==> config.mk <==
export PLATFORM = sky130hd
export DESIGN_NAME = rdma_flow_packet_monitor_unit
export DESIGN_NICKNAME = d
export VERILOG_FILES = /design/src/sv/rfpm_pkg.sv /design/src/sv/rfpm_csr.sv /design/src/sv/rfpm_front.sv /design/src/sv/rfpm_eval.sv /design/src/sv/rdma_flow_packet_monitor_unit.sv
export SDC_FILE = /design/constraint.sdc
export NUM_CORES = 2
export LEC_CHECK = 0
export BUFFER_PORTS_ARGS = -buffer_cell sky130_fd_sc_hd__buf_2
export CAP_MARGIN = 20
export CORE_UTILIZATION = 40
export DETAILED_ROUTE_END_ITERATION = 10
export GPL_TIMING_DRIVEN = 0
export PLACE_DENSITY = 0.58
export SYNTH_ARGS = -nofsm -noshare
export SYNTH_HDL_FRONTEND = slang
export SYNTH_SLANG_ARGS = --single-unit
export TNS_END_PERCENT = 5
==> constraint.sdc <==
create_clock -name clock -period 8.2 [get_ports clock]
set_clock_uncertainty 0.2 [all_clocks]
set_input_delay 1.23 -clock clock [delete_from_list [all_inputs] [get_ports clock]]
set_output_delay 1.23 -clock clock [all_outputs]
set_load 0.005 [all_outputs]
==> src/sv/rfpm_pkg.sv <==
// ----------------------------------------------------------------------------
// rfpm_pkg: shared types and constants of the flow packet monitor
// Event and anomaly codes, register indexes, counter widths and helpers.
// ----------------------------------------------------------------------------
package rfpm_pkg;

   // default widths of the sequence number and of the capture time
   localparam int PSN_BITS_DEF  = 24;
   localparam int TIME_BITS_DEF = 48;

   localparam int CNT_W   = 32;   // saturating counters
   localparam int DELAY_W = 31;   // positive part of the signed delay
   localparam int DIN_W   = 32;   // signed delay as captured
   localparam int PRIO_W  = 8;
   localparam int CODE_W  = 3;
   localparam int IDX_W   = 2;    // configuration register index

   localparam logic [PRIO_W-1:0] NO_PRIO = 8'hFF;

   // configuration register indexes
   localparam logic [IDX_W-1:0] REG_LATENCY_THR = 2'd0;
   localparam logic [IDX_W-1:0] REG_JITTER_THR  = 2'd1;
   localparam logic [IDX_W-1:0] REG_WRAP_THR    = 2'd2;
   localparam logic [IDX_W-1:0] REG_JUMP_THR    = 2'd3;

   // reset values of the configuration registers, cut to width where used
   localparam logic [63:0] LATENCY_THR_RST = 64'd10000;
   localparam logic [63:0] JITTER_THR_RST  = 64'd2000;
   localparam logic [63:0] WRAP_THR_RST    = 64'd8388608;
   localparam logic [63:0] JUMP_THR_RST    = 64'd1024;

   // anomaly kinds, in priority order
   localparam logic [CODE_W-1:0] KIND_NONE    = 3'd0;
   localparam logic [CODE_W-1:0] KIND_SPIKE   = 3'd1;
   localparam logic [CODE_W-1:0] KIND_JITTER  = 3'd2;
   localparam logic [CODE_W-1:0] KIND_PFC     = 3'd3;
   localparam logic [CODE_W-1:0] KIND_PAUSE   = 3'd4;

   // sequence number events
   localparam logic [CODE_W-1:0] EV_FIRST     = 3'd0;
   localparam logic [CODE_W-1:0] EV_QP_RESET  = 3'd1;
   localparam logic [CODE_W-1:0] EV_WRAP      = 3'd2;
   localparam logic [CODE_W-1:0] EV_RETRANS   = 3'd3;
   localparam logic [CODE_W-1:0] EV_IN_ORDER  = 3'd4;
   localparam logic [CODE_W-1:0] EV_SMALL_GAP = 3'd5;
   localparam logic [CODE_W-1:0] EV_LARGE_GAP = 3'd6;
   localparam logic [CODE_W-1:0] EV_OTHER     = 3'd7;

   // control of the input stage as seen by the evaluation stage
   typedef struct packed {
      logic valid;   // a beat waits in the input stage
      logic first;   // first beat of the flow since reset
   } stage_ctl_type;

   // per-beat classification, travels in rsp_tuser
   typedef struct packed {
      logic              fake_delay;
      logic [CODE_W-1:0] psn_event;
      logic [CODE_W-1:0] abnormal_kind;
   } flags_type;

   // add that sticks at all ones
   function automatic logic [CNT_W-1:0] sat_add(input logic [CNT_W-1:0] a,
                                                input logic [CNT_W-1:0] b);
      logic [CNT_W:0] s;
      s = {1'b0, a} + {1'b0, b};
      return s[CNT_W] ? {CNT_W{1'b1}} : s[CNT_W-1:0];
   endfunction

endpackage

==> src/sv/rfpm_csr.sv <==
// ----------------------------------------------------------------------------
// rfpm_csr: threshold registers
// Write-only register file for latency, jitter, wrap and jump thresholds.
// ----------------------------------------------------------------------------
module rfpm_csr #(
   parameter int PSN_BITS  = rfpm_pkg::PSN_BITS_DEF,
   parameter int TIME_BITS = rfpm_pkg::TIME_BITS_DEF,
   parameter int CSR_W     = TIME_BITS + 1
) (
   input  logic                        clock,
   input  logic                        reset,
   input  logic                        csr_we,
   input  logic [rfpm_pkg::IDX_W-1:0]  csr_index,
   input  logic [CSR_W-1:0]            csr_wdata,
   output logic [TIME_BITS-1:0]        latency_thr,
   output logic [TIME_BITS:0]          jitter_thr,
   output logic [PSN_BITS-1:0]         wrap_thr,
   output logic [PSN_BITS-1:0]         jump_thr
);

   logic [TIME_BITS-1:0] latency_thr_ff;
   logic [TIME_BITS:0]   jitter_thr_ff;
   logic [PSN_BITS-1:0]  wrap_thr_ff;
   logic [PSN_BITS-1:0]  jump_thr_ff;

   // register writes, each masked to its own width
   always_ff @(posedge clock) begin
      if (reset) begin
         latency_thr_ff <= rfpm_pkg::LATENCY_THR_RST[TIME_BITS-1:0];
         jitter_thr_ff  <= rfpm_pkg::JITTER_THR_RST[TIME_BITS:0];
         wrap_thr_ff    <= rfpm_pkg::WRAP_THR_RST[PSN_BITS-1:0];
         jump_thr_ff    <= rfpm_pkg::JUMP_THR_RST[PSN_BITS-1:0];
      end else if (csr_we) begin
         case (csr_index)
            rfpm_pkg::REG_LATENCY_THR: latency_thr_ff <= csr_wdata[TIME_BITS-1:0];
            rfpm_pkg::REG_JITTER_THR:  jitter_thr_ff  <= csr_wdata[TIME_BITS:0];
            rfpm_pkg::REG_WRAP_THR:    wrap_thr_ff    <= csr_wdata[PSN_BITS-1:0];
            rfpm_pkg::REG_JUMP_THR:    jump_thr_ff    <= csr_wdata[PSN_BITS-1:0];
            default: ;
         endcase
      end
   end

   assign latency_thr = latency_thr_ff;
   assign jitter_thr  = jitter_thr_ff;
   assign wrap_thr    = wrap_thr_ff;
   assign jump_thr    = jump_thr_ff;

endmodule

==> src/sv/rfpm_front.sv <==
// ----------------------------------------------------------------------------
// rfpm_front: input stage
// Registers an accepted beat and its signed interval to the previous capture.
// ----------------------------------------------------------------------------
module rfpm_front #(
   parameter int PSN_BITS  = rfpm_pkg::PSN_BITS_DEF,
   parameter int TIME_BITS = rfpm_pkg::TIME_BITS_DEF
) (
   input  logic                          clock,
   input  logic                          reset,
   input  logic                          req_tvalid,
   output logic                          req_tready,
   input  logic [TIME_BITS-1:0]          timestamp,
   input  logic [rfpm_pkg::DIN_W-1:0]    delay,
   input  logic [PSN_BITS-1:0]           psn,
   input  logic                          pfc_flag,
   input  logic [rfpm_pkg::PRIO_W-1:0]   pfc_prio,
   input  logic                          pause_flag,
   input  logic                          take,
   output rfpm_pkg::stage_ctl_type       ctl,
   output logic [TIME_BITS:0]            s_interval,
   output logic [rfpm_pkg::DIN_W-1:0]    s_delay,
   output logic [PSN_BITS-1:0]           s_psn,
   output logic                          s_pfc_flag,
   output logic [rfpm_pkg::PRIO_W-1:0]   s_pfc_prio,
   output logic                          s_pause_flag
);

   logic                        valid_ff, valid_in;
   logic                        first_ff;
   logic                        seen_ff;
   logic [TIME_BITS-1:0]        prev_time_ff;
   logic [TIME_BITS:0]          interval_ff, interval_in;
   logic [rfpm_pkg::DIN_W-1:0]  delay_ff;
   logic [PSN_BITS-1:0]         psn_ff;
   logic                        pfc_flag_ff;
   logic [rfpm_pkg::PRIO_W-1:0] pfc_prio_ff;
   logic                        pause_flag_ff;
   logic                        accept;

   assign req_tready = !valid_ff || take;
   assign accept     = req_tvalid && req_tready;

   always_comb begin
      valid_in = accept ? 1'b1 : (take ? 1'b0 : valid_ff);
   end

   // interval is zero on the first beat and while the last capture time is zero
   always_comb begin
      if (seen_ff && (prev_time_ff != '0)) begin
         interval_in = {1'b0, timestamp} - {1'b0, prev_time_ff};
      end else begin
         interval_in = '0;
      end
   end

   // control state
   always_ff @(posedge clock) begin
      if (reset) begin
         valid_ff     <= 1'b0;
         first_ff     <= 1'b0;
         seen_ff      <= 1'b0;
         prev_time_ff <= '0;
      end else begin
         valid_ff <= valid_in;
         if (accept) begin
            first_ff     <= !seen_ff;
            seen_ff      <= 1'b1;
            prev_time_ff <= timestamp;
         end
      end
   end

   // beat payload
   always_ff @(posedge clock) begin
      if (accept) begin
         interval_ff   <= interval_in;
         delay_ff      <= delay;
         psn_ff        <= psn;
         pfc_flag_ff   <= pfc_flag;
         pfc_prio_ff   <= pfc_prio;
         pause_flag_ff <= pause_flag;
      end
   end

   assign ctl.valid    = valid_ff;
   assign ctl.first    = first_ff;
   assign s_interval   = interval_ff;
   assign s_delay      = delay_ff;
   assign s_psn        = psn_ff;
   assign s_pfc_flag   = pfc_flag_ff;
   assign s_pfc_prio   = pfc_prio_ff;
   assign s_pause_flag = pause_flag_ff;

endmodule

==> src/sv/rfpm_eval.sv <==
// ----------------------------------------------------------------------------
// rfpm_eval: flow state and result stage
// Jitter, delay extremes, PSN classification, anomaly flags and counters,
// with the result held in the output register.
// ----------------------------------------------------------------------------
module rfpm_eval #(
   parameter int PSN_BITS  = rfpm_pkg::PSN_BITS_DEF,
   parameter int TIME_BITS = rfpm_pkg::TIME_BITS_DEF
) (
   input  logic                          clock,
   input  logic                          reset,
   input  rfpm_pkg::stage_ctl_type       ctl,
   input  logic [TIME_BITS:0]            s_interval,
   input  logic [rfpm_pkg::DIN_W-1:0]    s_delay,
   input  logic [PSN_BITS-1:0]           s_psn,
   input  logic                          s_pfc_flag,
   input  logic [rfpm_pkg::PRIO_W-1:0]   s_pfc_prio,
   input  logic                          s_pause_flag,
   input  logic [TIME_BITS-1:0]          latency_thr,
   input  logic [TIME_BITS:0]            jitter_thr,
   input  logic [PSN_BITS-1:0]           wrap_thr,
   input  logic [PSN_BITS-1:0]           jump_thr,
   output logic                          take,
   output logic                          rsp_tvalid,
   input  logic                          rsp_tready,
   output logic [TIME_BITS:0]            interval,
   output logic [TIME_BITS:0]            jitter,
   output rfpm_pkg::flags_type           flags,
   output logic [PSN_BITS-1:0]           lost_added,
   output logic [rfpm_pkg::CNT_W-1:0]    retrans_total,
   output logic [rfpm_pkg::CNT_W-1:0]    lost_total,
   output logic [rfpm_pkg::DELAY_W-1:0]  delay_max,
   output logic [rfpm_pkg::DELAY_W-1:0]  delay_min,
   output logic [TIME_BITS:0]            jitter_max,
   output logic [rfpm_pkg::CNT_W-1:0]    abnormal_total
);

   localparam int IVL_W = TIME_BITS + 1;

   // flow state
   logic [IVL_W-1:0]              prev_ivl_ff;
   logic [PSN_BITS-1:0]           base_ff, base_in;
   logic [PSN_BITS-1:0]           step_ff, step_in;
   logic                          known_ff, known_in;
   logic [rfpm_pkg::CNT_W-1:0]    retrans_ff, retrans_in;
   logic [rfpm_pkg::CNT_W-1:0]    lost_ff, lost_in;
   logic [rfpm_pkg::DELAY_W-1:0]  dmax_ff, dmax_in;
   logic [rfpm_pkg::DELAY_W-1:0]  dmin_ff, dmin_in;
   logic [IVL_W-1:0]              jmax_ff, jmax_in;
   logic [rfpm_pkg::CNT_W-1:0]    abn_ff, abn_in;

   // result register
   logic                          out_valid_ff, out_valid_in;
   logic [IVL_W-1:0]              out_ivl_ff;
   logic [IVL_W-1:0]              out_jit_ff;
   rfpm_pkg::flags_type           out_flags_ff;
   logic [PSN_BITS-1:0]           out_lost_add_ff;

   // per-beat values
   logic [IVL_W:0]                jdiff;
   logic [IVL_W-1:0]              jit;
   logic [rfpm_pkg::DELAY_W-1:0]  dpos;
   logic                          dvalid;
   logic [PSN_BITS-1:0]           back_dist;
   logic [PSN_BITS-1:0]           fwd_dist;
   logic [PSN_BITS-1:0]           expected;
   logic [PSN_BITS-1:0]           jump;
   logic [PSN_BITS-1:0]           lost_add;
   logic [rfpm_pkg::CODE_W-1:0]   event_code;
   logic [rfpm_pkg::CODE_W-1:0]   kind;
   logic                          fake;

   assign take = ctl.valid && (!out_valid_ff || rsp_tready);

   always_comb begin
      out_valid_in = take ? 1'b1 : (rsp_tready ? 1'b0 : out_valid_ff);
   end

   // jitter against the previous interval, none on the first beat
   always_comb begin
      jdiff = {s_interval[IVL_W-1], s_interval} - {prev_ivl_ff[IVL_W-1], prev_ivl_ff};
      if (ctl.first) begin
         jit = '0;
      end else if (jdiff[IVL_W]) begin
         jit = IVL_W'(-jdiff);
      end else begin
         jit = jdiff[IVL_W-1:0];
      end
      jmax_in = (jit > jmax_ff) ? jit : jmax_ff;
   end

   // delay extremes over positive delays only
   always_comb begin
      dpos    = s_delay[rfpm_pkg::DELAY_W-1:0];
      dvalid  = !s_delay[rfpm_pkg::DIN_W-1] && (dpos != '0);
      dmax_in = (dvalid && (dpos > dmax_ff)) ? dpos : dmax_ff;
      dmin_in = (dvalid && ((dmin_ff == '0) || (dpos < dmin_ff))) ? dpos : dmin_ff;
   end

   // sequence number classification
   always_comb begin
      back_dist  = base_ff - s_psn;
      fwd_dist   = s_psn - base_ff;
      expected   = base_ff + step_ff;
      jump       = s_psn - expected;
      base_in    = base_ff;
      step_in    = step_ff;
      known_in   = known_ff;
      retrans_in = retrans_ff;
      lost_in    = lost_ff;
      lost_add   = '0;
      fake       = 1'b0;
      event_code = rfpm_pkg::EV_FIRST;
      if (ctl.first) begin
         base_in  = s_psn;
         step_in  = PSN_BITS'(1);
         known_in = 1'b0;
      end else if (s_psn < base_ff) begin
         // backward: reset of the queue pair or a plain wrap, both rebase
         fake     = 1'b1;
         base_in  = s_psn;
         step_in  = PSN_BITS'(1);
         known_in = 1'b0;
         if (back_dist > wrap_thr) begin
            event_code = rfpm_pkg::EV_QP_RESET;
            retrans_in = '0;
            lost_in    = '0;
         end else begin
            event_code = rfpm_pkg::EV_WRAP;
         end
      end else if (s_psn == base_ff) begin
         event_code = rfpm_pkg::EV_RETRANS;
         fake       = 1'b1;
         retrans_in = rfpm_pkg::sat_add(retrans_ff, rfpm_pkg::CNT_W'(1));
      end else begin
         base_in = s_psn;
         if (!known_ff) begin
            // the first forward step is learned and is in order by definition
            step_in    = fwd_dist;
            known_in   = 1'b1;
            event_code = rfpm_pkg::EV_IN_ORDER;
         end else if (s_psn == expected) begin
            event_code = rfpm_pkg::EV_IN_ORDER;
         end else if (s_psn > expected) begin
            fake     = 1'b1;
            lost_add = jump;
            event_code = (jump > jump_thr) ? rfpm_pkg::EV_LARGE_GAP
                                           : rfpm_pkg::EV_SMALL_GAP;
         end else begin
            fake       = 1'b1;
            event_code = rfpm_pkg::EV_OTHER;
         end
         lost_in = rfpm_pkg::sat_add(lost_ff, rfpm_pkg::CNT_W'(lost_add));
      end
   end

   // anomaly kind in priority order
   always_comb begin
      if (!s_interval[IVL_W-1] && (s_interval[TIME_BITS-1:0] > latency_thr)) begin
         kind = rfpm_pkg::KIND_SPIKE;
      end else if (jit > jitter_thr) begin
         kind = rfpm_pkg::KIND_JITTER;
      end else if (s_pfc_flag && (s_pfc_prio != rfpm_pkg::NO_PRIO)) begin
         kind = rfpm_pkg::KIND_PFC;
      end else if (s_pause_flag && !s_pfc_flag) begin
         kind = rfpm_pkg::KIND_PAUSE;
      end else begin
         kind = rfpm_pkg::KIND_NONE;
      end
      abn_in = (kind != rfpm_pkg::KIND_NONE) ?
               rfpm_pkg::sat_add(abn_ff, rfpm_pkg::CNT_W'(1)) : abn_ff;
   end

   // flow state and result valid
   always_ff @(posedge clock) begin
      if (reset) begin
         out_valid_ff <= 1'b0;
         prev_ivl_ff  <= '0;
         base_ff      <= '0;
         step_ff      <= PSN_BITS'(1);
         known_ff     <= 1'b0;
         retrans_ff   <= '0;
         lost_ff      <= '0;
         dmax_ff      <= '0;
         dmin_ff      <= '0;
         jmax_ff      <= '0;
         abn_ff       <= '0;
      end else begin
         out_valid_ff <= out_valid_in;
         if (take) begin
            prev_ivl_ff <= s_interval;
            base_ff     <= base_in;
            step_ff     <= step_in;
            known_ff    <= known_in;
            retrans_ff  <= retrans_in;
            lost_ff     <= lost_in;
            dmax_ff     <= dmax_in;
            dmin_ff     <= dmin_in;
            jmax_ff     <= jmax_in;
            abn_ff      <= abn_in;
         end
      end
   end

   // per-beat result payload
   always_ff @(posedge clock) begin
      if (take) begin
         out_ivl_ff                 <= s_interval;
         out_jit_ff                 <= jit;
         out_flags_ff.abnormal_kind <= kind;
         out_flags_ff.psn_event     <= event_code;
         out_flags_ff.fake_delay    <= fake;
         out_lost_add_ff            <= lost_add;
      end
   end

   assign rsp_tvalid     = out_valid_ff;
   assign interval       = out_ivl_ff;
   assign jitter         = out_jit_ff;
   assign flags          = out_flags_ff;
   assign lost_added     = out_lost_add_ff;
   // running totals stay put until the next beat is taken
   assign retrans_total  = retrans_ff;
   assign lost_total     = lost_ff;
   assign delay_max      = dmax_ff;
   assign delay_min      = dmin_ff;
   assign jitter_max     = jmax_ff;
   assign abnormal_total = abn_ff;

endmodule

==> src/sv/rdma_flow_packet_monitor_unit.sv <==
// ----------------------------------------------------------------------------
// rdma_flow_packet_monitor_unit: per queue-pair packet monitor
// Interval and jitter, delay extremes, PSN event classification, anomaly
// flags and saturating counters for one captured packet per beat.
// ----------------------------------------------------------------------------
//  channel  dir  handshake             contents
//  req_     in   req_tvalid/tready     captured packet: time, delay, PSN, PFC/pause
//  rsp_     out  rsp_tvalid/tready     interval, jitter, event codes, totals
//  csr_     in   csr_we                threshold register writes, no read-back
//
//  One beat per cycle sustained while rsp_ is not stalled; a beat passes from
//  req_ to rsp_ through the input register, then the result register.
//  Reset is synchronous; thresholds return to defaults and all flow state clears.
//  A stalled rsp_ holds its beat; the input stage still takes one more beat.
// ----------------------------------------------------------------------------
module rdma_flow_packet_monitor_unit #(
   parameter int PSN_BITS  = rfpm_pkg::PSN_BITS_DEF,
   parameter int TIME_BITS = rfpm_pkg::TIME_BITS_DEF,
   parameter int CSR_W     = (TIME_BITS + 1 > PSN_BITS) ? TIME_BITS + 1 : PSN_BITS,
   parameter int REQ_RAW_W = TIME_BITS + rfpm_pkg::DIN_W + PSN_BITS + rfpm_pkg::PRIO_W,
   parameter int REQ_W     = ((REQ_RAW_W + 7) / 8) * 8,
   parameter int RSP_RAW_W = 3 * (TIME_BITS + 1) + PSN_BITS + 3 * rfpm_pkg::CNT_W
                             + 2 * rfpm_pkg::DELAY_W,
   parameter int RSP_W     = ((RSP_RAW_W + 7) / 8) * 8
) (
   input  logic                        clock,
   input  logic                        reset,
   input  logic                        req_tvalid,
   output logic                        req_tready,
   // timestamp, delay, psn, pfc_prio (zero padded)
   input  logic [REQ_W-1:0]            req_tdata,
   // pfc_flag, pause_flag
   input  logic [1:0]                  req_tuser,
   output logic                        rsp_tvalid,
   input  logic                        rsp_tready,
   // interval, jitter, lost_added, retrans_total, lost_total, delay_max,
   // delay_min, jitter_max, abnormal_total (zero padded)
   output logic [RSP_W-1:0]            rsp_tdata,
   // abnormal_kind, psn_event, fake_delay
   output logic [6:0]                  rsp_tuser,
   input  logic                        csr_we,
   input  logic [rfpm_pkg::IDX_W-1:0]  csr_index,
   input  logic [CSR_W-1:0]            csr_wdata
);

   localparam int IVL_W = TIME_BITS + 1;

   logic [TIME_BITS-1:0]          latency_thr;
   logic [IVL_W-1:0]              jitter_thr;
   logic [PSN_BITS-1:0]           wrap_thr;
   logic [PSN_BITS-1:0]           jump_thr;

   logic [TIME_BITS-1:0]          in_timestamp;
   logic [rfpm_pkg::DIN_W-1:0]    in_delay;
   logic [PSN_BITS-1:0]           in_psn;
   logic [rfpm_pkg::PRIO_W-1:0]   in_pfc_prio;

   rfpm_pkg::stage_ctl_type       ctl;
   logic                          take;
   logic [IVL_W-1:0]              s_interval;
   logic [rfpm_pkg::DIN_W-1:0]    s_delay;
   logic [PSN_BITS-1:0]           s_psn;
   logic                          s_pfc_flag;
   logic [rfpm_pkg::PRIO_W-1:0]   s_pfc_prio;
   logic                          s_pause_flag;

   logic [IVL_W-1:0]              interval;
   logic [IVL_W-1:0]              jitter;
   rfpm_pkg::flags_type           flags;
   logic [PSN_BITS-1:0]           lost_added;
   logic [rfpm_pkg::CNT_W-1:0]    retrans_total;
   logic [rfpm_pkg::CNT_W-1:0]    lost_total;
   logic [rfpm_pkg::DELAY_W-1:0]  delay_max;
   logic [rfpm_pkg::DELAY_W-1:0]  delay_min;
   logic [IVL_W-1:0]              jitter_max;
   logic [rfpm_pkg::CNT_W-1:0]    abnormal_total;

   // unpack the request beat
   assign {in_pfc_prio, in_psn, in_delay, in_timestamp} = req_tdata[REQ_RAW_W-1:0];

   rfpm_csr #(
      .PSN_BITS  (PSN_BITS),
      .TIME_BITS (TIME_BITS),
      .CSR_W     (CSR_W)
   ) u_csr (
      .clock       (clock),
      .reset       (reset),
      .csr_we      (csr_we),
      .csr_index   (csr_index),
      .csr_wdata   (csr_wdata),
      .latency_thr (latency_thr),
      .jitter_thr  (jitter_thr),
      .wrap_thr    (wrap_thr),
      .jump_thr    (jump_thr)
   );

   rfpm_front #(
      .PSN_BITS  (PSN_BITS),
      .TIME_BITS (TIME_BITS)
   ) u_front (
      .clock        (clock),
      .reset        (reset),
      .req_tvalid   (req_tvalid),
      .req_tready   (req_tready),
      .timestamp    (in_timestamp),
      .delay        (in_delay),
      .psn          (in_psn),
      .pfc_flag     (req_tuser[0]),
      .pfc_prio     (in_pfc_prio),
      .pause_flag   (req_tuser[1]),
      .take         (take),
      .ctl          (ctl),
      .s_interval   (s_interval),
      .s_delay      (s_delay),
      .s_psn        (s_psn),
      .s_pfc_flag   (s_pfc_flag),
      .s_pfc_prio   (s_pfc_prio),
      .s_pause_flag (s_pause_flag)
   );

   rfpm_eval #(
      .PSN_BITS  (PSN_BITS),
      .TIME_BITS (TIME_BITS)
   ) u_eval (
      .clock          (clock),
      .reset          (reset),
      .ctl            (ctl),
      .s_interval     (s_interval),
      .s_delay        (s_delay),
      .s_psn          (s_psn),
      .s_pfc_flag     (s_pfc_flag),
      .s_pfc_prio     (s_pfc_prio),
      .s_pause_flag   (s_pause_flag),
      .latency_thr    (latency_thr),
      .jitter_thr     (jitter_thr),
      .wrap_thr       (wrap_thr),
      .jump_thr       (jump_thr),
      .take           (take),
      .rsp_tvalid     (rsp_tvalid),
      .rsp_tready     (rsp_tready),
      .interval       (interval),
      .jitter         (jitter),
      .flags          (flags),
      .lost_added     (lost_added),
      .retrans_total  (retrans_total),
      .lost_total     (lost_total),
      .delay_max      (delay_max),
      .delay_min      (delay_min),
      .jitter_max     (jitter_max),
      .abnormal_total (abnormal_total)
   );

   // pack the result beat
   assign rsp_tdata = RSP_W'({abnormal_total, jitter_max, delay_min, delay_max,
                              lost_total, retrans_total, lost_added, jitter,
                              interval});
   assign rsp_tuser = flags;

   // first beat of a flow carries no interval, jitter or fake delay
   a_first_clean: assert property (@(posedge clock) disable iff (reset)
      rsp_tvalid && (flags.psn_event == rfpm_pkg::EV_FIRST)
      |-> (interval == '0) && (jitter == '0) && !flags.fake_delay)
      else $error("first beat with nonzero interval, jitter or fake delay");

   // only a gap adds lost packets
   a_lost_only_on_gap: assert property (@(posedge clock) disable iff (reset)
      rsp_tvalid && (lost_added != '0)
      |-> (flags.psn_event == rfpm_pkg::EV_SMALL_GAP) ||
          (flags.psn_event == rfpm_pkg::EV_LARGE_GAP))
      else $error("lost packets counted without a gap event");

   // delay extremes stay ordered once a positive delay was seen
   a_delay_order: assert property (@(posedge clock) disable iff (reset)
      rsp_tvalid && (delay_min != '0) |-> (delay_min <= delay_max))
      else $error("smallest delay above largest delay");

   // an in-order beat never reports a fake delay
   a_in_order_true: assert property (@(posedge clock) disable iff (reset)
      rsp_tvalid && (flags.psn_event == rfpm_pkg::EV_IN_ORDER) |-> !flags.fake_delay)
      else $error("in-order beat flagged with fake delay");

endmodule

; Yosys cells after proc, flatten, opt, wreduce, memory -nomap -nowiden
; Cells that the tools add are included.
[word_totals]
ff_bits = 746
inputBits = 170
out_inout_bits = 345
elab_cells = 145
[op_classes]
add_sub_neg = 10
magnitude_cmp = 9
eq_ne = 10
mux = 45
bitwise = 1
n_reduce_logical = 39
[op_table]
columns = cell, n
row1 = 2-to-1 mux 24 bit, 13
row2 = 2-to-1 mux 32 bit, 8
row3 = greater-than comparator 49 bit, 2
row4 = 2-to-1 mux 49 bit, 2
row5 = greater-than comparator 24 bit, 3
row6 = subtractor 24 bit, 3
row7 = "adder 32 x 1 -> 33 bit, second input constant", 2
row8 = subtractor 49 x 49 -> 50 bit, 1
row9 = negation 49 bit, 1
row10 = subtractor 48 x 48 -> 49 bit, 1
row11 = == test 24 bit, 2
row12 = greater-than comparator 48 bit, 1
row13 = nonzero test 48 bit, 1
row14 = adder 32 x 24 -> 33 bit, 1
row15 = greater-than comparator 31 bit, 1
row16 = zero test 31 bit, 1
row17 = less-than comparator 31 bit, 1
row18 = nonzero test 31 bit, 1
row19 = 2-to-1 mux 3 bit, 9
row20 = adder 24 bit, 1
row21 = less-than comparator 24 bit, 1
row22 = AND reduction 2 bit, 9
row23 = 2-to-1 mux 1 bit, 11
row24 = logical AND 1 bit, 9
row25 = 17 further kinds, 29

; Longest topological paths before layout
[logic_depth]
ltp_word = 12
ltp_mapped = 41
depth_no_buf = 38

; Cells and area by module
; A second synthesis with hierarchy kept.
[hier_totals]
cells_unflattened = 5460
area_unflattened_um2 = 47179.0
[modules_own_cells]
columns = mod, n_inst, cells_each, area_each_um2, seq_area_each_um2
row1 = rfpm_eval, 1, 4053, 32708.9, 9999.6
row2 = rfpm_front, 1, 862, 8553.2, 4474.3
row3 = rfpm_csr, 1, 537, 5860.6, 2902.8
row4 = rdma_flow_packet_monitor_unit, 1, 8, 56.3, 0.0

; Worst setup path before layout
; No wires, ideal clock.
[synth_path]
path_kind = register to register
from = reg u_eval.base_ff[1]
to = reg u_eval.lost_ff (netlist bit u_eval.lost_total[10])
setup_ns = 0.132
arrival_time_ns = 7.898
required_ns = 7.868
slack_ns = -0.030
path_stages_with_launch = 41
path_buffers = 3
synth_period_minus_slack_ns = 8.230
cell_sequence = dfxtp_1 -> ha_1 -> a21o_1 -> a21oi_1 -> o21ai_0 -> a21oi_1 -> o21ai_0 -> a21o_1 -> a211o_1 -> nand2_1 -> ha_1 -> a21oi_1 -> nor2b_1 -> o21ai_0 -> nand2b_1 -> a21oi_1 -> o21bai_1 -> a21o_1 -> (+5 left out) -> clkbuf_1 -> nor2_1 -> ha_1 -> fa_1 -> a21o_1 -> a21oi_1 -> o21bai_1 -> a2111oi_0 -> o41ai_1 -> a41o_1 -> nand2_1 -> o21ai_0 -> a221o_1 -> nand2_1 -> nor2_1 -> clkbuf_1 -> o21ai_0 -> a21oi_1
[synth_between]
elab_chain_cells = 12
elab_cells_between_ends = 21
classes_between = add/sub: 4 / order compare: 3 / eq/ne: 4 / mux: 9 / reduce/logical: 1
[synth_rtl]
columns = element, line
row1 = from (decl), rfpm_eval.sv:42  ; logic [PSN_BITS-1:0] base_ff, base_in;
row2 = from (signal assigned), rfpm_eval.sv:192  ; base_ff <= base_in;
row3 = adder 24 bit, rfpm_eval.sv:104  ; expected = base_ff + step_ff;
row4 = subtractor 24 bit or greater-than comparator 24 bit (tied branches), "rfpm_eval.sv:105, rfpm_eval.sv:144"
row5 = 2-to-1 mux 24 bit, rfpm_eval.sv:144  ; end else if (s_psn > expected) begin
row6 = 2-to-1 mux 24 bit, rfpm_eval.sv:142  ; end else if (s_psn == expected) begin
row7 = 2-to-1 mux 24 bit, rfpm_eval.sv:137  ; if (!known_ff) begin
row8 = 2-to-1 mux 24 bit, rfpm_eval.sv:131  ; end else if (s_psn == base_ff) begin
row9 = 2-to-1 mux 24 bit, rfpm_eval.sv:118  ; end else if (s_psn < base_ff) begin
row10 = 2-to-1 mux 24 bit, rfpm_eval.sv:114  ; if (ctl.first) begin
row11 = adder 32 x 24 -> 33 bit, rfpm_pkg.sv:66  ; s = {1'b0, a} + {1'b0, b};
row12 = 2-to-1 mux 32 bit, rfpm_pkg.sv:67  ; return s[CNT_W] ? {CNT_W{1'b1}} : s[CNT_W-1:0];
row13 = 2-to-1 mux 32 bit, rfpm_eval.sv:131
row14 = 2-to-1 mux 32 bit, rfpm_eval.sv:118
row15 = to (signal assigned), rfpm_eval.sv:196  ; lost_ff <= lost_in;
row16 = to (decl), rfpm_eval.sv:46  ; logic [rfpm_pkg::CNT_W-1:0] lost_ff, lost_in;
; Several ways; a longest one is shown, not always the timed one. The select of a mux whose other input is x is not followed.
; A chain may end at the register's enable or synchronous reset.

; Worst setup path after layout
[layout_path]
from = reg u_eval.step_ff[1]
to = reg u_eval.lost_ff (netlist bit u_eval.lost_total[17])
[layout_between]
elab_chain_cells = 12
elab_cells_between_ends = 14
classes_between = add/sub: 3 / order compare: 1 / eq/ne: 1 / mux: 9
[layout_rtl]
columns = element, line
row1 = from (decl), rfpm_eval.sv:43  ; logic [PSN_BITS-1:0] step_ff, step_in;
row2 = from (signal assigned), rfpm_eval.sv:193  ; step_ff <= step_in;
row3 = adder 24 bit *, rfpm_eval.sv:104
row4 = subtractor 24 bit or greater-than comparator 24 bit (tied branches), "rfpm_eval.sv:105, rfpm_eval.sv:144"
row5 = 2-to-1 mux 24 bit, rfpm_eval.sv:144
row6 = 2-to-1 mux 24 bit *, rfpm_eval.sv:142
row7 = 2-to-1 mux 24 bit *, rfpm_eval.sv:137
row8 = 2-to-1 mux 24 bit *, rfpm_eval.sv:131
row9 = 2-to-1 mux 24 bit *, rfpm_eval.sv:118
row10 = 2-to-1 mux 24 bit *, rfpm_eval.sv:114
row11 = adder 32 x 24 -> 33 bit *, rfpm_pkg.sv:66
row12 = 2-to-1 mux 32 bit *, rfpm_pkg.sv:67
row13 = 2-to-1 mux 32 bit *, rfpm_eval.sv:131
row14 = 2-to-1 mux 32 bit *, rfpm_eval.sv:118
; Mark *: on every way between the ends. The rest lies on a longest branch, timed or not. The select of a mux whose other input is x is not followed.

==> results.txt <==
* Outcome: completed
- Setup TNS after final layout: 0 ns
- The share of total power dissipated in combinational logic is 0.289.
- Data required time at the worst endpoint: 8.53 ns
* Synthesized instance count: 5,395
* Most used cell, CP: a21oi_2
- Core area: 112,000 um2
- The worst register-to-register path has a depth of 38.
- Final setup viols: 0
- Final critical delay including setup and external delays: 7.90 ns
- Cell internal power was estimated by the tool at 0.00773 W.
- For hold timing, the worst endpoint is u_csr.jitter_thr[28]$_SDFFE_PP0P_.
- Num CTS Buffers: 88
- The later pin in the worst-skew pair is clocked with a latency of 0.67 ns.
- Entering global routing, the biggest net connects 65 pins.
- Data on the critical path arrives at its endpoint at 8.23 ns.
- Number of I/O port buffers: 505
* Number of placed I/O pins: 515
- After clock tree synthesis, the clock-pin slew on the worst setup and hold paths is 0.06 ns.
- Fin crit share: 0.964
- For this run the aggregate overflow at the end of global routing stands at 0.
- Routed length per placed instance: 20.5 um
- Count of unresolved DRC violations after routing: 0
* Synth Flop Type: dfxtp_1
- Switching part of the total power: 0.336
- In this run, synthesis produced a sequential element count of 746.
- Worst slew margin relative to its limit: 0.246
* Routability congestion estimate: 0.925
- Peak per-stage delay on the critical path: 0.49 ns
- For this block, the via count after detailed routing is 40,800.
* GRT Total Usage: 0.262
- Wire length of the first global-routing pass: 233,000 um
- For this design the static power due to leakage is 22.9 nW.
- Die Outline Area: 115,000 um2
- Placed wire-length estimate: 123,000 um
* Number of synthesized flops with an enable pin: 244
* TritonCTS clock tree: done
- Max stage delay cell, worst path: a2111oi_4
- The worst-case IR drop observed on VDD is 0.000159 V.
- The via count of the first global-routing pass was 38,000.
* Synth Warn #: 0
- Cell count of the worst hold path: 2
* Clock tree buffer depth: 3
- Class of the worst hold path: reg2reg
- Part of the power in registers: 0.367
* Post-synthesis cell area: 45,400 um2
- RR Endpoint: u_eval.lost_total[17]$_SDFFE_PP0P_
- Horizontal extent of the die: 339 um
- First-pass iteration count of the detailed router: 5
- In this run the most critical hold path is launched from u_csr.jitter_thr[28]$_SDFFE_PP0P_.
- Final instance area: 53,600 um2
- Setup repair after global routing missed its margin: true
* Startpoint class of the critical path: flop
- The number of hold violations in the final report came to 0.
- In this run the worst path has a maximum fanout of 10.
* Placement row count: 123
- In this run the power density over the cells is 217 nW/um2.
- The detail route stage leaves a number of antenna-violating nets equal to 0.
* Slew at the pin with the worst max-slew slack: 1.13 ns
* H-Tree Level Count: 3
* Sum of routed wire length over all layers: 156,000 um
- Count of distinct cell types in the synthesized netlist: 94
- Post-DP Area: 50,100 um2
* Max-cap violations: 0
- DRC marker count from the first detailed-route iteration: 2,709
* Async SR Flop Fraction: 0
* Mean instance size in the synthesized netlist: 8.42 um2
* Maximum achievable frequency: 127 MHz
- Total of hold buffers inserted after clock tree synthesis: 0
- Total net switching power: 0.00391 W
- For this run, the register share of the synthesized area comes to 0.383.
- Initial core utilization: 0.404
- STA classifies the critical path endpoint as a flop.
* Via density: 5.36
- Layout net count: 6,679
- From bottom edge to top edge, the die measures 339 um.
* Antenna violations before repair: 14
- Compared with the post-synthesis result, the final layout area differs by 18.1%.
- In this run the critical register-to-register path is launched from u_eval.step_ff[1]$_SDFFE_PP0P_.
- Clock network fraction of total power: 0.344
- Of the cells placed in the final design, the portion with a size suffix greater than 1 is 0.131.
* Reg2reg setup slack: 0.30 ns
- # clock sinks: 746
- Startpoint-to-endpoint class of the critical path: reg2reg
- Clk Tree Root Cell: clkbuf_16
- Pins Over Slew Limit: 0
## cells in the final DEF, fill, tap and decap left out, types with 27 or more instances in the layout
cell / netlist / routed
edfxtp_1: 244 / 244
nor3_1: 71 / 70
nor2b_1: 85 / 84
o21a_1: 55 / 55
inv_1: 494 / 494
a21o_1: 179 / 179
o21ai_0: 244 / 220
buf_4: 8 / 34
xor2_1: 86 / 84
clkbuf_16: 0 / 92
nand2b_1: 48 / 48
clkbuf_1: 205 / 208
nand3_1: 70 / 70
buf_2: 4 / 510
and3_1: 59 / 59
dfxtp_1: 502 / 500
a31oi_1: 43 / 39
nand2_1: 681 / 679
nand4_1: 91 / 91
a211oi_1: 32 / 32
o21bai_1: 34 / 33
a22oi_1: 27 / 27
a21oi_1: 595 / 583
nor4_1: 37 / 35
nor2_1: 501 / 497
ha_1: 473 / 469
mux2i_1: 71 / 70
xnor2_1: 125 / 123
## worst max-delay path, delay by kind of cell (launching register included)
kind                       cells  cell delay (ns)
DFF                            1             0.34
and+or+nand+nor                7             0.74
AOI/OAI and AO/OA             24             4.80
xor gates and xnor gates       1             0.20
adders and majority gates      4             1.17
buffers and inverters          2             0.30
## synthesized netlist by cell type, types with 13 or more instances
cell type | instances | area share
a211oi_1 | 32 | 0.0053
a21o_1 | 179 | 0.030
nor2b_1 | 85 | 0.012
nand2b_1 | 48 | 0.0066
o21bai_1 | 34 | 0.0056
a31oi_1 | 43 | 0.0059
and3_1 | 59 | 0.0081
xnor2_1 | 125 | 0.024
xor2_1 | 86 | 0.017
nor4_1 | 37 | 0.0051
edfxtp_1 | 244 | 0.16
inv_1 | 494 | 0.041
o31ai_1 | 20 | 0.0033
nor2_1 | 501 | 0.041
or3_1 | 19 | 0.0026
nand3_1 | 70 | 0.0077
and2_1 | 26 | 0.0036
dfxtp_1 | 502 | 0.22
or2_2 | 13 | 0.0018
o21ai_0 | 244 | 0.027
a41oi_1 | 16 | 0.0031
nand2_1 | 681 | 0.056
a21oi_1 | 595 | 0.066
a22oi_1 | 27 | 0.0045
a211o_1 | 17 | 0.0033
nand4_1 | 91 | 0.013
o21a_1 | 55 | 0.0091
ha_1 | 473 | 0.13
mux2i_1 | 71 | 0.016
o2bb2ai_1 | 13 | 0.0025
nor3_1 | 71 | 0.0078
o211ai_1 | 14 | 0.0023
clkbuf_1 | 205 | 0.017
## how the worst max path moves through the flow
stage                                             start                                     end  slack, ns  cells after the start
finish                   u_eval.step_ff[1]$_SDFFE_PP0P_      u_eval.lost_total[17]$_SDFFE_PP0P_       0.30                     38
global route             u_eval.base_ff[1]$_SDFFE_PP0P_      u_eval.lost_total[13]$_SDFFE_PP0P_      -0.04                     39
CTS                 u_front.s_interval[0]$_SDFFCE_PN0P_  u_eval.abnormal_total[26]$_SDFFE_PP0P_      -0.03                     31
detailed placement       u_eval.base_ff[1]$_SDFFE_PP0P_      u_eval.lost_total[10]$_SDFFE_PP0P_      -2.29                     38
global placement         u_eval.base_ff[1]$_SDFFE_PP0P_      u_eval.lost_total[10]$_SDFFE_PP0P_      -2.19                     39
floorplan                u_eval.base_ff[1]$_SDFFE_PP0P_      u_eval.lost_total[10]$_SDFFE_PP0P_       0.02                     40
## metal layers
layer | GRT usage | part of all wire | wire, um | vias to the layer above
met5 | 0 | 0.000083 | 13 | -
met4 | 0.0811 | 0.027 | 4180 | 2
met2 | 0.405 | 0.44 | 68000 | 1202
li1 | - | - | - | 20100
met1 | 0.373 | 0.47 | 74100 | 19300
met3 | 0.0417 | 0.062 | 9690 | 183
## power groups by stage
stage	combinational [W]	sequential, W	clock (W)
5_1_grt	0.00372	0.00429	0.00422
4_1_cts	0.00328	0.00427	0.00408
3_5_place_dp	0.00323	0.00435	0
3_3_place_gp	0.00316	0.00437	0
6_report	0.00337	0.00427	0.00401
2_1_floorplan	0.00216	0.00428	0
## logic make-up (layout without fill, tap and decap cells)
kind of cell	after synthesis	in the layout	share of synthesized area
AO/OA/AOI/OAI	1400	1400	0.189
adder cells (fa/ha/maj)	480	480	0.133
multiplexers	72	72	0.0159
XOR/XNOR	212	212	0.0411
AND/OR/NAND/NOR	1764	1764	0.178
other	1	17	0.0000826
buffers and inverters	720	1421	0.0607
flip-flops	746	746	0.383
## registers in the layout, indices dropped and copies added (netlist names), 48 cells and up
signal	count
u_csr.jitter_thr	49
u_eval.interval	49
u_eval.jitter	49
u_eval.jitter_max	49
u_eval.prev_ivl_ff	49
u_front.s_interval	49
u_csr.latency_thr	48
u_front.prev_time_ff	48
## area by class of cell
| class | instances | area (um2) |
|---|---|---|
| clock inverters | 37 | 412 |
| multi-input cells | 3935 | 25700 |
| flip-flops and latches | 746 | 17400 |
| plain buffers | 221 | 936 |
| fillers | 11100 | 58900 |
| inverters | 496 | 1860 |
| diodes | 10 | 25.0 |
| repair buffers | 541 | 2940 |
| clock buffers | 126 | 2500 |
| well taps | 1500 | 1880 |
## metrics by stage
step / util / power [W] / hold slack, ns / worst slack (ns) / std cells
2_1_floorplan: - / 0.00644 / 0.236 / 0.0236 / 5401
3_3_place_gp: 0.443 / 0.00752 / 0.243 / -2.19 / 7406
3_5_place_dp: 0.445 / 0.00758 / 0.246 / -2.29 / 7417
4_1_cts: 0.473 / 0.0116 / 0.254 / -0.0345 / 7588
5_1_grt: 0.477 / 0.0122 / 0.268 / -0.0440 / 7609
6_report: 0.477 / 0.0116 / 0.253 / 0.298 / 7612
## timing repair
action,4_1_cts,5_1_grt
setup endpoints to repair,113,113
buffers inserted,9,15
gates resized for setup,56,77
pin swaps,15,29
Power figures use the tool's default switching activity.
